[src/csrast_pkg.sv]
// Shared types, constants and command codes of the canvas shape rasterizer.
`timescale 1ns / 1ps

package csrast_pkg;

  localparam int DEF_ROWS = 16;
  localparam int DEF_COLS = 32;
  localparam int MAX_DUMP = 16;
  localparam int POS_W = 10;
  localparam int CALC_W = 2 * POS_W;

  typedef enum logic [2:0] {
    CMD_LINE   = 3'd0,
    CMD_RECT   = 3'd1,
    CMD_CIRCLE = 3'd2,
    CMD_CLEAR  = 3'd3,
    CMD_DUMP   = 3'd4
  } cmd_e;

  typedef enum logic [1:0] {
    ST_IDLE,
    ST_DRAW,
    ST_FLUSH,
    ST_DUMP
  } state_e;

  typedef struct packed {
    logic load;
    logic clear;
    logic rd_en;
    logic rd_draw;
  } ctrl_t;

  typedef struct packed {
    logic dump_ok;
  } status_t;

endpackage

[src/csrast_ram.sv]
// Generic single-port-write, single-port-read RAM with registered read data.
`timescale 1ns / 1ps

module csrast_ram #(
  parameter int WIDTH = 32,
  parameter int DEPTH = 16,
  localparam int AW = (DEPTH > 1) ? $clog2(DEPTH) : 1
) (
  input  logic             clk_i,
  input  logic             we_i,
  input  logic [AW-1:0]    waddr_i,
  input  logic [WIDTH-1:0] wdata_i,
  input  logic [AW-1:0]    raddr_i,
  output logic [WIDTH-1:0] rdata_o
);

  logic [WIDTH-1:0] mem_q [DEPTH];
  logic [WIDTH-1:0] rdata_q;

  always_ff @(posedge clk_i) begin
    if (we_i) begin
      mem_q[waddr_i] <= wdata_i;
    end
    rdata_q <= mem_q[raddr_i];
  end

  assign rdata_o = rdata_q;

endmodule

[src/csrast_ctrl.sv]
// Command controller: sequences row sweeps for draws and dumps.
`timescale 1ns / 1ps

module csrast_ctrl import csrast_pkg::*; #(
  parameter int CANVAS_ROWS = DEF_ROWS,
  localparam int ROW_W = (CANVAS_ROWS > 1) ? $clog2(CANVAS_ROWS) : 1,
  localparam int DUMP_ROWS = (CANVAS_ROWS > MAX_DUMP) ? MAX_DUMP : CANVAS_ROWS
) (
  input  logic             clk_i,
  input  logic             rst_ni,
  input  logic             cmd_valid_i,
  output logic             cmd_stall_o,
  input  logic [2:0]       cmd_i,
  input  status_t          status_i,
  output ctrl_t            ctrl_o,
  output logic [ROW_W-1:0] rd_row_o
);

  state_e           state_q, state_d;
  logic [ROW_W-1:0] row_q, row_d;
  logic             accept;

  assign accept = cmd_valid_i && (state_q == ST_IDLE);

  always_comb begin
    state_d = state_q;
    case (state_q)
      ST_IDLE: begin
        if (accept) begin
          case (cmd_e'(cmd_i))
            CMD_LINE, CMD_RECT, CMD_CIRCLE: state_d = ST_DRAW;
            CMD_DUMP: state_d = ST_DUMP;
            default: state_d = ST_IDLE;
          endcase
        end
      end
      ST_DRAW: begin
        if (row_q == ROW_W'(CANVAS_ROWS - 1)) begin
          state_d = ST_FLUSH;
        end
      end
      ST_FLUSH: state_d = ST_IDLE;
      ST_DUMP: begin
        if (status_i.dump_ok && (row_q == ROW_W'(DUMP_ROWS - 1))) begin
          state_d = ST_IDLE;
        end
      end
      default: state_d = ST_IDLE;
    endcase
  end

  always_comb begin
    ctrl_o = '0;
    cmd_stall_o = 1'b1;
    case (state_q)
      ST_IDLE: begin
        cmd_stall_o = 1'b0;
        ctrl_o.load = accept;
        ctrl_o.clear = accept && (cmd_e'(cmd_i) == CMD_CLEAR);
      end
      ST_DRAW: begin
        ctrl_o.rd_en = 1'b1;
        ctrl_o.rd_draw = 1'b1;
      end
      ST_FLUSH: ctrl_o = '0;
      ST_DUMP: ctrl_o.rd_en = status_i.dump_ok;
      default: ctrl_o = '0;
    endcase
  end

  always_comb begin
    row_d = row_q;
    if (state_q == ST_IDLE) begin
      row_d = '0;
    end else if (ctrl_o.rd_en) begin
      row_d = row_q + 1'b1;
    end
  end

  assign rd_row_o = row_q;

  always_ff @(posedge clk_i or negedge rst_ni) begin
    if (!rst_ni) begin
      state_q <= ST_IDLE;
      row_q <= '0;
    end else begin
      state_q <= state_d;
      row_q <= row_d;
    end
  end

endmodule

[src/csrast_dpath.sv]
// Datapath: canvas memory, per-row pixel masks and the dump output register.
`timescale 1ns / 1ps

module csrast_dpath import csrast_pkg::*; #(
  parameter int CANVAS_ROWS = DEF_ROWS,
  parameter int CANVAS_COLS = DEF_COLS,
  localparam int ROW_W = (CANVAS_ROWS > 1) ? $clog2(CANVAS_ROWS) : 1,
  localparam int DUMP_ROWS = (CANVAS_ROWS > MAX_DUMP) ? MAX_DUMP : CANVAS_ROWS
) (
  input  logic               clk_i,
  input  logic               rst_ni,
  input  ctrl_t              ctrl_i,
  input  logic [ROW_W-1:0]   rd_row_i,
  output status_t            status_o,
  input  logic [2:0]         cmd_i,
  input  logic signed [7:0]  row_pos_i,
  input  logic signed [7:0]  col_pos_i,
  input  logic signed [7:0]  span_width_i,
  input  logic signed [7:0]  span_height_i,
  input  logic [6:0]         radius_i,
  output logic               row_valid_o,
  input  logic               row_stall_i,
  output logic [3:0]         row_index_o,
  output logic [31:0]        row_bits_o,
  output logic               last_row_o
);

  localparam logic signed [POS_W-1:0]  ONE_P = 1;
  localparam logic signed [CALC_W-1:0] ONE_C = 1;

  cmd_e                     cmd_q;
  logic signed [7:0]        rp_q, cp_q, sw_q, sh_q;
  logic signed [15:0]       cc2_q;
  logic [13:0]              rsq_q;
  logic [CANVAS_ROWS-1:0]   valid_q, valid_d;
  logic                     rd_draw_q, rd_dump_q;
  logic [ROW_W-1:0]         rd_row_q;
  logic                     rd_vld_q;
  logic signed [CALC_W-1:0] di2_q;
  logic signed [POS_W-1:0]  di;
  logic signed [CALC_W-1:0] di2_d;
  logic [CANVAS_COLS-1:0]   rdata, old_word, mask, new_word;
  logic signed [POS_W-1:0]  iw, rp_w, cp_w, r1_w, c1_w, jw;
  logic signed [CALC_W-1:0] k_w, t_w;
  logic                     in_cols, in_rows, edge_row;
  logic [31:0]              bits32;
  logic                     out_valid_q, out_valid_d;
  logic [3:0]               out_index_q;
  logic [31:0]              out_bits_q;
  logic                     out_last_q;

  always_ff @(posedge clk_i) begin
    if (ctrl_i.load) begin
      cmd_q <= cmd_e'(cmd_i);
      rp_q <= row_pos_i;
      cp_q <= col_pos_i;
      sw_q <= span_width_i;
      sh_q <= span_height_i;
      cc2_q <= col_pos_i * col_pos_i;
      rsq_q <= radius_i * radius_i;
    end
  end

  assign di = $signed(POS_W'(rd_row_i)) - POS_W'(rp_q);
  assign di2_d = di * di;

  always_ff @(posedge clk_i) begin
    rd_row_q <= rd_row_i;
    rd_vld_q <= valid_q[rd_row_i];
    di2_q <= di2_d;
  end

  always_comb begin
    valid_d = valid_q;
    if (ctrl_i.clear) begin
      valid_d = '0;
    end else if (rd_draw_q) begin
      valid_d[rd_row_q] = 1'b1;
    end
  end

  always_ff @(posedge clk_i or negedge rst_ni) begin
    if (!rst_ni) begin
      valid_q <= '0;
      rd_draw_q <= 1'b0;
      rd_dump_q <= 1'b0;
      out_valid_q <= 1'b0;
    end else begin
      valid_q <= valid_d;
      rd_draw_q <= ctrl_i.rd_en && ctrl_i.rd_draw;
      rd_dump_q <= ctrl_i.rd_en && !ctrl_i.rd_draw;
      out_valid_q <= out_valid_d;
    end
  end

  csrast_ram #(
    .WIDTH(CANVAS_COLS),
    .DEPTH(CANVAS_ROWS)
  ) u_canvas (
    .clk_i  (clk_i),
    .we_i   (rd_draw_q),
    .waddr_i(rd_row_q),
    .wdata_i(new_word),
    .raddr_i(rd_row_i),
    .rdata_o(rdata)
  );

  assign old_word = rd_vld_q ? rdata : '0;

  assign iw = $signed(POS_W'(rd_row_q));
  assign rp_w = POS_W'(rp_q);
  assign cp_w = POS_W'(cp_q);
  assign r1_w = rp_w + POS_W'(sh_q) - ONE_P;
  assign c1_w = cp_w + POS_W'(sw_q) - ONE_P;
  assign k_w = CALC_W'(cc2_q) + di2_q - $signed(CALC_W'(rsq_q));
  assign in_rows = (iw >= rp_w) && (iw <= r1_w);
  assign edge_row = (iw == rp_w) || (iw == r1_w);

  always_comb begin
    mask = '0;
    jw = '0;
    t_w = '0;
    in_cols = 1'b0;
    for (int j = 0; j < CANVAS_COLS; j++) begin
      jw = POS_W'(j);
      in_cols = (jw >= cp_w) && (jw <= c1_w);
      t_w = k_w + CALC_W'(j * j) - CALC_W'(2 * j) * CALC_W'(cp_q);
      case (cmd_q)
        CMD_LINE: mask[j] = (iw == rp_w) && in_cols;
        CMD_RECT: mask[j] = in_rows && in_cols && (edge_row || (jw == cp_w) || (jw == c1_w));
        CMD_CIRCLE: mask[j] = (t_w >= -ONE_C) && (t_w <= ONE_C);
        default: mask[j] = 1'b0;
      endcase
    end
  end

  assign new_word = old_word | mask;

  for (genvar b = 0; b < 32; b++) begin : g_bits
    if (b < CANVAS_COLS) begin : g_col
      assign bits32[b] = old_word[b];
    end else begin : g_pad
      assign bits32[b] = 1'b0;
    end
  end

  always_comb begin
    out_valid_d = out_valid_q;
    if (rd_dump_q) begin
      out_valid_d = 1'b1;
    end else if (out_valid_q && !row_stall_i) begin
      out_valid_d = 1'b0;
    end
  end

  always_ff @(posedge clk_i) begin
    if (rd_dump_q) begin
      out_index_q <= 4'(rd_row_q);
      out_bits_q <= bits32;
      out_last_q <= (rd_row_q == ROW_W'(DUMP_ROWS - 1));
    end
  end

  assign status_o.dump_ok = !rd_dump_q && (!out_valid_q || !row_stall_i);

  assign row_valid_o = out_valid_q;
  assign row_index_o = out_index_q;
  assign row_bits_o = out_bits_q;
  assign last_row_o = out_last_q;

endmodule

[src/canvas_shape_rasterizer.sv]
// Top level of the canvas shape rasterizer: controller plus datapath.
//
//   Channel   Direction  Handshake                  Word
//   command   in         cmd_valid_i / cmd_stall_o   cmd, row_pos, col_pos, span_width,
//                                                   span_height, radius
//   row       out        row_valid_o / row_stall_i   row_index, row_bits, last_row
//
// A draw command sweeps every canvas row with one read-modify-write per cycle and
// then passes through a flush state; clear and unused codes leave the controller idle.
// A dump reads rows one at a time: the next row read waits until the previous row
// has been loaded into the one-word output register.
// Reset and clear mark all rows blank at once through per-row valid bits.
// Output stalls pause a dump; the command side stalls while a sweep is in progress.
`timescale 1ns / 1ps

module canvas_shape_rasterizer import csrast_pkg::*; #(
  parameter int CANVAS_ROWS = DEF_ROWS,
  parameter int CANVAS_COLS = DEF_COLS
) (
  input  logic              clk_i,
  input  logic              rst_ni,
  input  logic              cmd_valid_i,
  output logic              cmd_stall_o,
  input  logic [2:0]        cmd_i,
  input  logic signed [7:0] row_pos_i,
  input  logic signed [7:0] col_pos_i,
  input  logic signed [7:0] span_width_i,
  input  logic signed [7:0] span_height_i,
  input  logic [6:0]        radius_i,
  output logic              row_valid_o,
  input  logic              row_stall_i,
  output logic [3:0]        row_index_o,
  output logic [31:0]       row_bits_o,
  output logic              last_row_o
);

  localparam int ROW_W = (CANVAS_ROWS > 1) ? $clog2(CANVAS_ROWS) : 1;

  ctrl_t            ctrl;
  status_t          status;
  logic [ROW_W-1:0] rd_row;

  csrast_ctrl #(
    .CANVAS_ROWS(CANVAS_ROWS)
  ) u_ctrl (
    .clk_i      (clk_i),
    .rst_ni     (rst_ni),
    .cmd_valid_i(cmd_valid_i),
    .cmd_stall_o(cmd_stall_o),
    .cmd_i      (cmd_i),
    .status_i   (status),
    .ctrl_o     (ctrl),
    .rd_row_o   (rd_row)
  );

  csrast_dpath #(
    .CANVAS_ROWS(CANVAS_ROWS),
    .CANVAS_COLS(CANVAS_COLS)
  ) u_dpath (
    .clk_i        (clk_i),
    .rst_ni       (rst_ni),
    .ctrl_i       (ctrl),
    .rd_row_i     (rd_row),
    .status_o     (status),
    .cmd_i        (cmd_i),
    .row_pos_i    (row_pos_i),
    .col_pos_i    (col_pos_i),
    .span_width_i (span_width_i),
    .span_height_i(span_height_i),
    .radius_i     (radius_i),
    .row_valid_o  (row_valid_o),
    .row_stall_i  (row_stall_i),
    .row_index_o  (row_index_o),
    .row_bits_o   (row_bits_o),
    .last_row_o   (last_row_o)
  );

endmodule

[config.mk]
export PLATFORM = sky130hd
export DESIGN_NAME = canvas_shape_rasterizer
export DESIGN_NICKNAME = d
export VERILOG_FILES = /design/src/csrast_pkg.sv /design/src/csrast_ram.sv /design/src/csrast_ctrl.sv /design/src/csrast_dpath.sv /design/src/canvas_shape_rasterizer.sv
export SDC_FILE = /design/constraint.sdc
export NUM_CORES = 2
export LEC_CHECK = 0
export BUFFER_PORTS_ARGS = -buffer_cell sky130_fd_sc_hd__buf_2
export CORE_MARGIN = 5
export CORE_UTILIZATION = 25
export DETAILED_ROUTE_END_ITERATION = 7
export GPL_ROUTABILITY_DRIVEN = 0
export GPL_TIMING_DRIVEN = 1
export PLACE_DENSITY = 0.41
export SLEW_MARGIN = 0
export SYNTH_ARGS = -nofsm -noshare
export SYNTH_HDL_FRONTEND = slang
export SYNTH_SLANG_ARGS = --single-unit
[constraint.sdc]
create_clock -name clk_i -period 7.98 [get_ports clk_i]
set_input_delay 1.596 -clock clk_i [delete_from_list [all_inputs] [get_ports clk_i]]
set_output_delay 1.596 -clock clk_i [all_outputs]
set_load 0.02 [all_outputs]
==> metrics.txt <==
initial core utilization 0.2510; Main synth FF type edfxtp_1; Die Span Y 547.9 µm; share of layout cells above drive strength 1 0.09446; Syn Std Cell Area 72320 µm²; Critical Path End Type register; Cells after Synth 7322; clk root buf clkbuf_16; FF-to-FF Start u_dpath.cc2_q[0]$_DFFE_PP_; post-DR vias/cell 5.156; port bufs 84; syn nets 8662; Ys Warns 0; R2R cell count 24; Hold Crit Depth 1; worst-case clock buffer depth 3; largest net degree at the start of global routing 56; CP Launch Type register; gr ovfl total 0; max_slew headroom 0.1336; unrepaired setup endpoints after global routing false; Initial DRC Count 4651; outcome finished clean; Synth cell types 108; worst skew pair latency 0.69 ns; sequential fraction of the synthesis area 0.2773; # DRC 0; H-tree depth 3; first-pass GRT wire length 400400 µm; P&R area growth vs syn 12.03%; final wirelength 277200 µm; Layout Nets 8852; vias 58.55k; WP data required 8.31 ns; HPWL Detailed 216300 µm; detailed-router iteration count before antenna repair 6; Worst Tran Pin Value 1.267 ns; FFs w/ async S/R, synth 0.03623; gr usage total 0.1786; Core Footprint 288100 µm²; reg2reg end u_dpath.u_canvas.mem_q[12][14]$_DFFE_PP_; WL/cell 24.41 µm; endpoints failing setup 0; final number of max-transition violations 0; Max-Cap Viols 0; Crit Path Max Fanout 16; site row count 197; Max Fclk 131.5 MHz; critical path, cell by cell buf_4, ha_1, buf_4, ha_1, or2_2, ha_1, nor2b_1, o21ai_0, nand2b_1, a21o_1, a21o_1, xnor2_1, ha_1, ha_1, nor2b_1, or2_2, o21a_1, o311ai_0, nand2_1, nor4_1, nand4_1, nor4_1, buf_4, or4b_1; Die Area 300200 µm²; Critical Path AT 7.93 ns; io pins 85; Top cell by count, worst path ha_1; post-synthesis sequential element count 690; Setup Skew 0.05523 ns; Post-synth EDFFs 611; Final period util 0.9528; initial antenna violation count 21; min Tclk post-route 7.603 ns; Hold Fails Final Rpt 0; cts-stage hold buffer count 0; chip width 547.9 µm; Setup TNS Final 0 ns; max incr delay on CP 0.65 ns; vias in the first global route 58.27k; clk sinks 690; Fillers 30.22k; Worst Hold End u_dpath.valid_q[13]$_DFFE_PN0P_; TritonCTS clock tree yes; Setup Crit Path Kind reg -> reg; slowest CP cell or4b_1; Hold Crit Start u_dpath.valid_q[13]$_DFFE_PN0P_; post-route ant nets 0; Hold Worst Slack 0.4885 ns; syn avg cell area 9.878 µm²; internal reg-to-reg setup slack 0.38 ns; Worst Hold Class reg -> reg; clock-pin slew on the worst setup and hold paths 0.09 ns; Num CTS Buffers 71
how the worst max path moves through the flow:
stage | from | end | slack, ns | cells after the start
final | u_dpath.cc2_q[0]$_DFFE_PP_ | u_dpath.u_canvas.mem_q[12][14]$_DFFE_PP_ | 0.38 | 24
after global routing | u_dpath.cp_q[1]$_DFFE_PP_ | u_dpath.u_canvas.mem_q[15][14]$_DFFE_PP_ | 0.03 | 24
after CTS | u_dpath.cp_q[1]$_DFFE_PP_ | u_dpath.u_canvas.mem_q[3][31]$_DFFE_PP_ | 0.26 | 26
after detailed placement | u_dpath.cp_q[1]$_DFFE_PP_ | u_dpath.u_canvas.mem_q[13][31]$_DFFE_PP_ | 0.33 | 26
after global placement | u_dpath.cp_q[1]$_DFFE_PP_ | u_dpath.u_canvas.mem_q[14][31]$_DFFE_PP_ | 0.39 | 26
after floorplan | u_dpath.cp_q[7]$_DFFE_PP_ | u_dpath.u_canvas.mem_q[0][19]$_DFFE_PP_ | 0.1 | 29
through the flow:
stage	cells	setup WS (ns)	instance area [µm²]	util
floorplan	7322	0.09718	72330	-
CTS	11350	0.2619	80970	0.2810
detailed placement	11220	0.3303	78630	0.2729
global route	11350	0.02587	81010	0.2811
finish	11360	0.3768	81030	0.2812
global placement	11220	0.3928	78630	0.2729
worst max-delay path, delay by kind of cell, from the launching register on:
family          cells  cell delay [ns]
buf+inv             3             0.63
fa+ha+maj           5             1.57
simple gates       10             2.72
compound gates      5             1.19
xor+xnor            1             0.64
flops               1             0.42
cell usage after synthesis, drive strengths merged (21+ instances only):
cell / number / area (µm²)
and2: 107 / 669.4
and3: 68 / 425.4
edfxtp: 611 / 18350
o31ai: 36 / 280.3
dfrtp: 25 / 625.6
fa: 209 / 4184
clkbuf: 141 / 533.0
ha: 1085 / 13580
mux4: 165 / 3716
o21a: 83 / 623.1
a31oi: 88 / 556.8
o211ai: 43 / 327.8
xor2: 248 / 2180
a211oi: 54 / 405.4
nand2b: 86 / 538.0
a21boi: 28 / 210.2
nor2: 417 / 1565
a221oi: 24 / 234.0
nand2: 339 / 1272
o21bai: 88 / 660.6
or2: 48 / 300.3
nand3: 147 / 735.7
dfxtp: 54 / 1081
o21ai: 313 / 1570
or3: 55 / 344.1
inv: 703 / 2639
nand3b: 24 / 180.2
nor3: 153 / 765.7
a21o: 206 / 1554
nor4: 83 / 519.3
a211o: 21 / 183.9
a21oi: 474 / 2387
nand4: 115 / 719.4
buf: 41 / 193.9
xnor2: 457 / 4036
a31o: 21 / 183.9
nor2b: 65 / 406.6
or4: 33 / 247.7
cells in the final DEF, fill, tap and decap left out, drive strengths merged, types with 28 or more instances in the layout:
cell | Yosys | routed
nor3 | 153 | 153
o31ai | 36 | 36
o21a | 83 | 83
mux4 | 165 | 165
edfxtp | 611 | 611
nand4 | 115 | 115
a21oi | 474 | 474
or2 | 48 | 48
inv | 703 | 713
o21ai | 313 | 313
or3 | 55 | 55
xnor2 | 457 | 457
buf | 41 | 299
and3 | 68 | 68
nor2b | 65 | 65
a211oi | 54 | 54
fa | 209 | 209
nand3 | 147 | 147
nor4 | 83 | 83
nor2 | 417 | 417
and2 | 107 | 107
or4 | 33 | 33
a21o | 206 | 206
nand2 | 339 | 339
xor2 | 248 | 248
o21bai | 88 | 88
clkbuf | 141 | 88
dfxtp | 54 | 54
a31oi | 88 | 88
a21boi | 28 | 28
ha | 1085 | 1085
o211ai | 43 | 43
nand2b | 86 | 86
cell type report:
class                           count  area (µm²)  area share
Multi-Input combinational cell   5744       49130      0.6064
Sequential cell                   690       20070      0.2477
Tap cell                         3781        4731     0.05839
Inverter                          706        2650     0.03271
Timing Repair Buffer              299        2085     0.02573
Clock buffer                       88        1903     0.02349
Clock inverter                     42       440.4    0.005436
Antenna cell                        6       15.01   0.0001853
timing repair:
action	4_1_cts	5_1_grt
resized for setup	0	4
hold endpoints to repair	0	0
setup buffers	0	1
endpoints found under the setup margin	0	64
state kept, by name, indices dropped and copies added, names as in the netlist, 2 cells and up:
| name | count |
|---|---|
| u_dpath.di2_q | 17 |
| u_ctrl.state_q | 2 |
| u_dpath.row_bits_o | 32 |
| u_dpath.rsq_q | 13 |
| u_dpath.cc2_q | 15 |
| u_dpath.sh_q | 8 |
| u_dpath.u_canvas.mem_q | 512 |
| u_dpath.cp_q | 7 |
| u_dpath.rd_row_q | 4 |
| u_dpath.u_canvas.rdata_o | 32 |
| u_dpath.cmd_q | 3 |
| u_ctrl.rd_row_o | 4 |
| u_dpath.valid_q | 16 |
| u_dpath.rp_q | 8 |
| u_dpath.row_index_o | 4 |
| u_dpath.sw_q | 8 |
layer usage:
metal | routed length (µm) | track usage | vias to the layer above
met5 | 51 | 0 | -
met4 | 9023 | 0.05280 | 6
met3 | 13950 | 0.02186 | 301
met2 | 128900 | 0.2986 | 1587
met1 | 125300 | 0.2416 | 29190
li1 | - | - | 27460
cell families (layout without fill, tap and decap cells):
group,count (synthesis),count (layout),synth area share
compound gates,1718,1718,0.1567
xor+xnor,709,709,0.08719
fa+ha+maj,1294,1294,0.2456
mux,187,187,0.05449
other cells,1,7,0.00005185
buf+inv,888,1135,0.04669
simple gates,1835,1835,0.1321
flops,690,690,0.2773
Power is left out: the tool's default activity adds up to more than one toggle a clock period on the data nets, which glitch-free logic cannot reach.
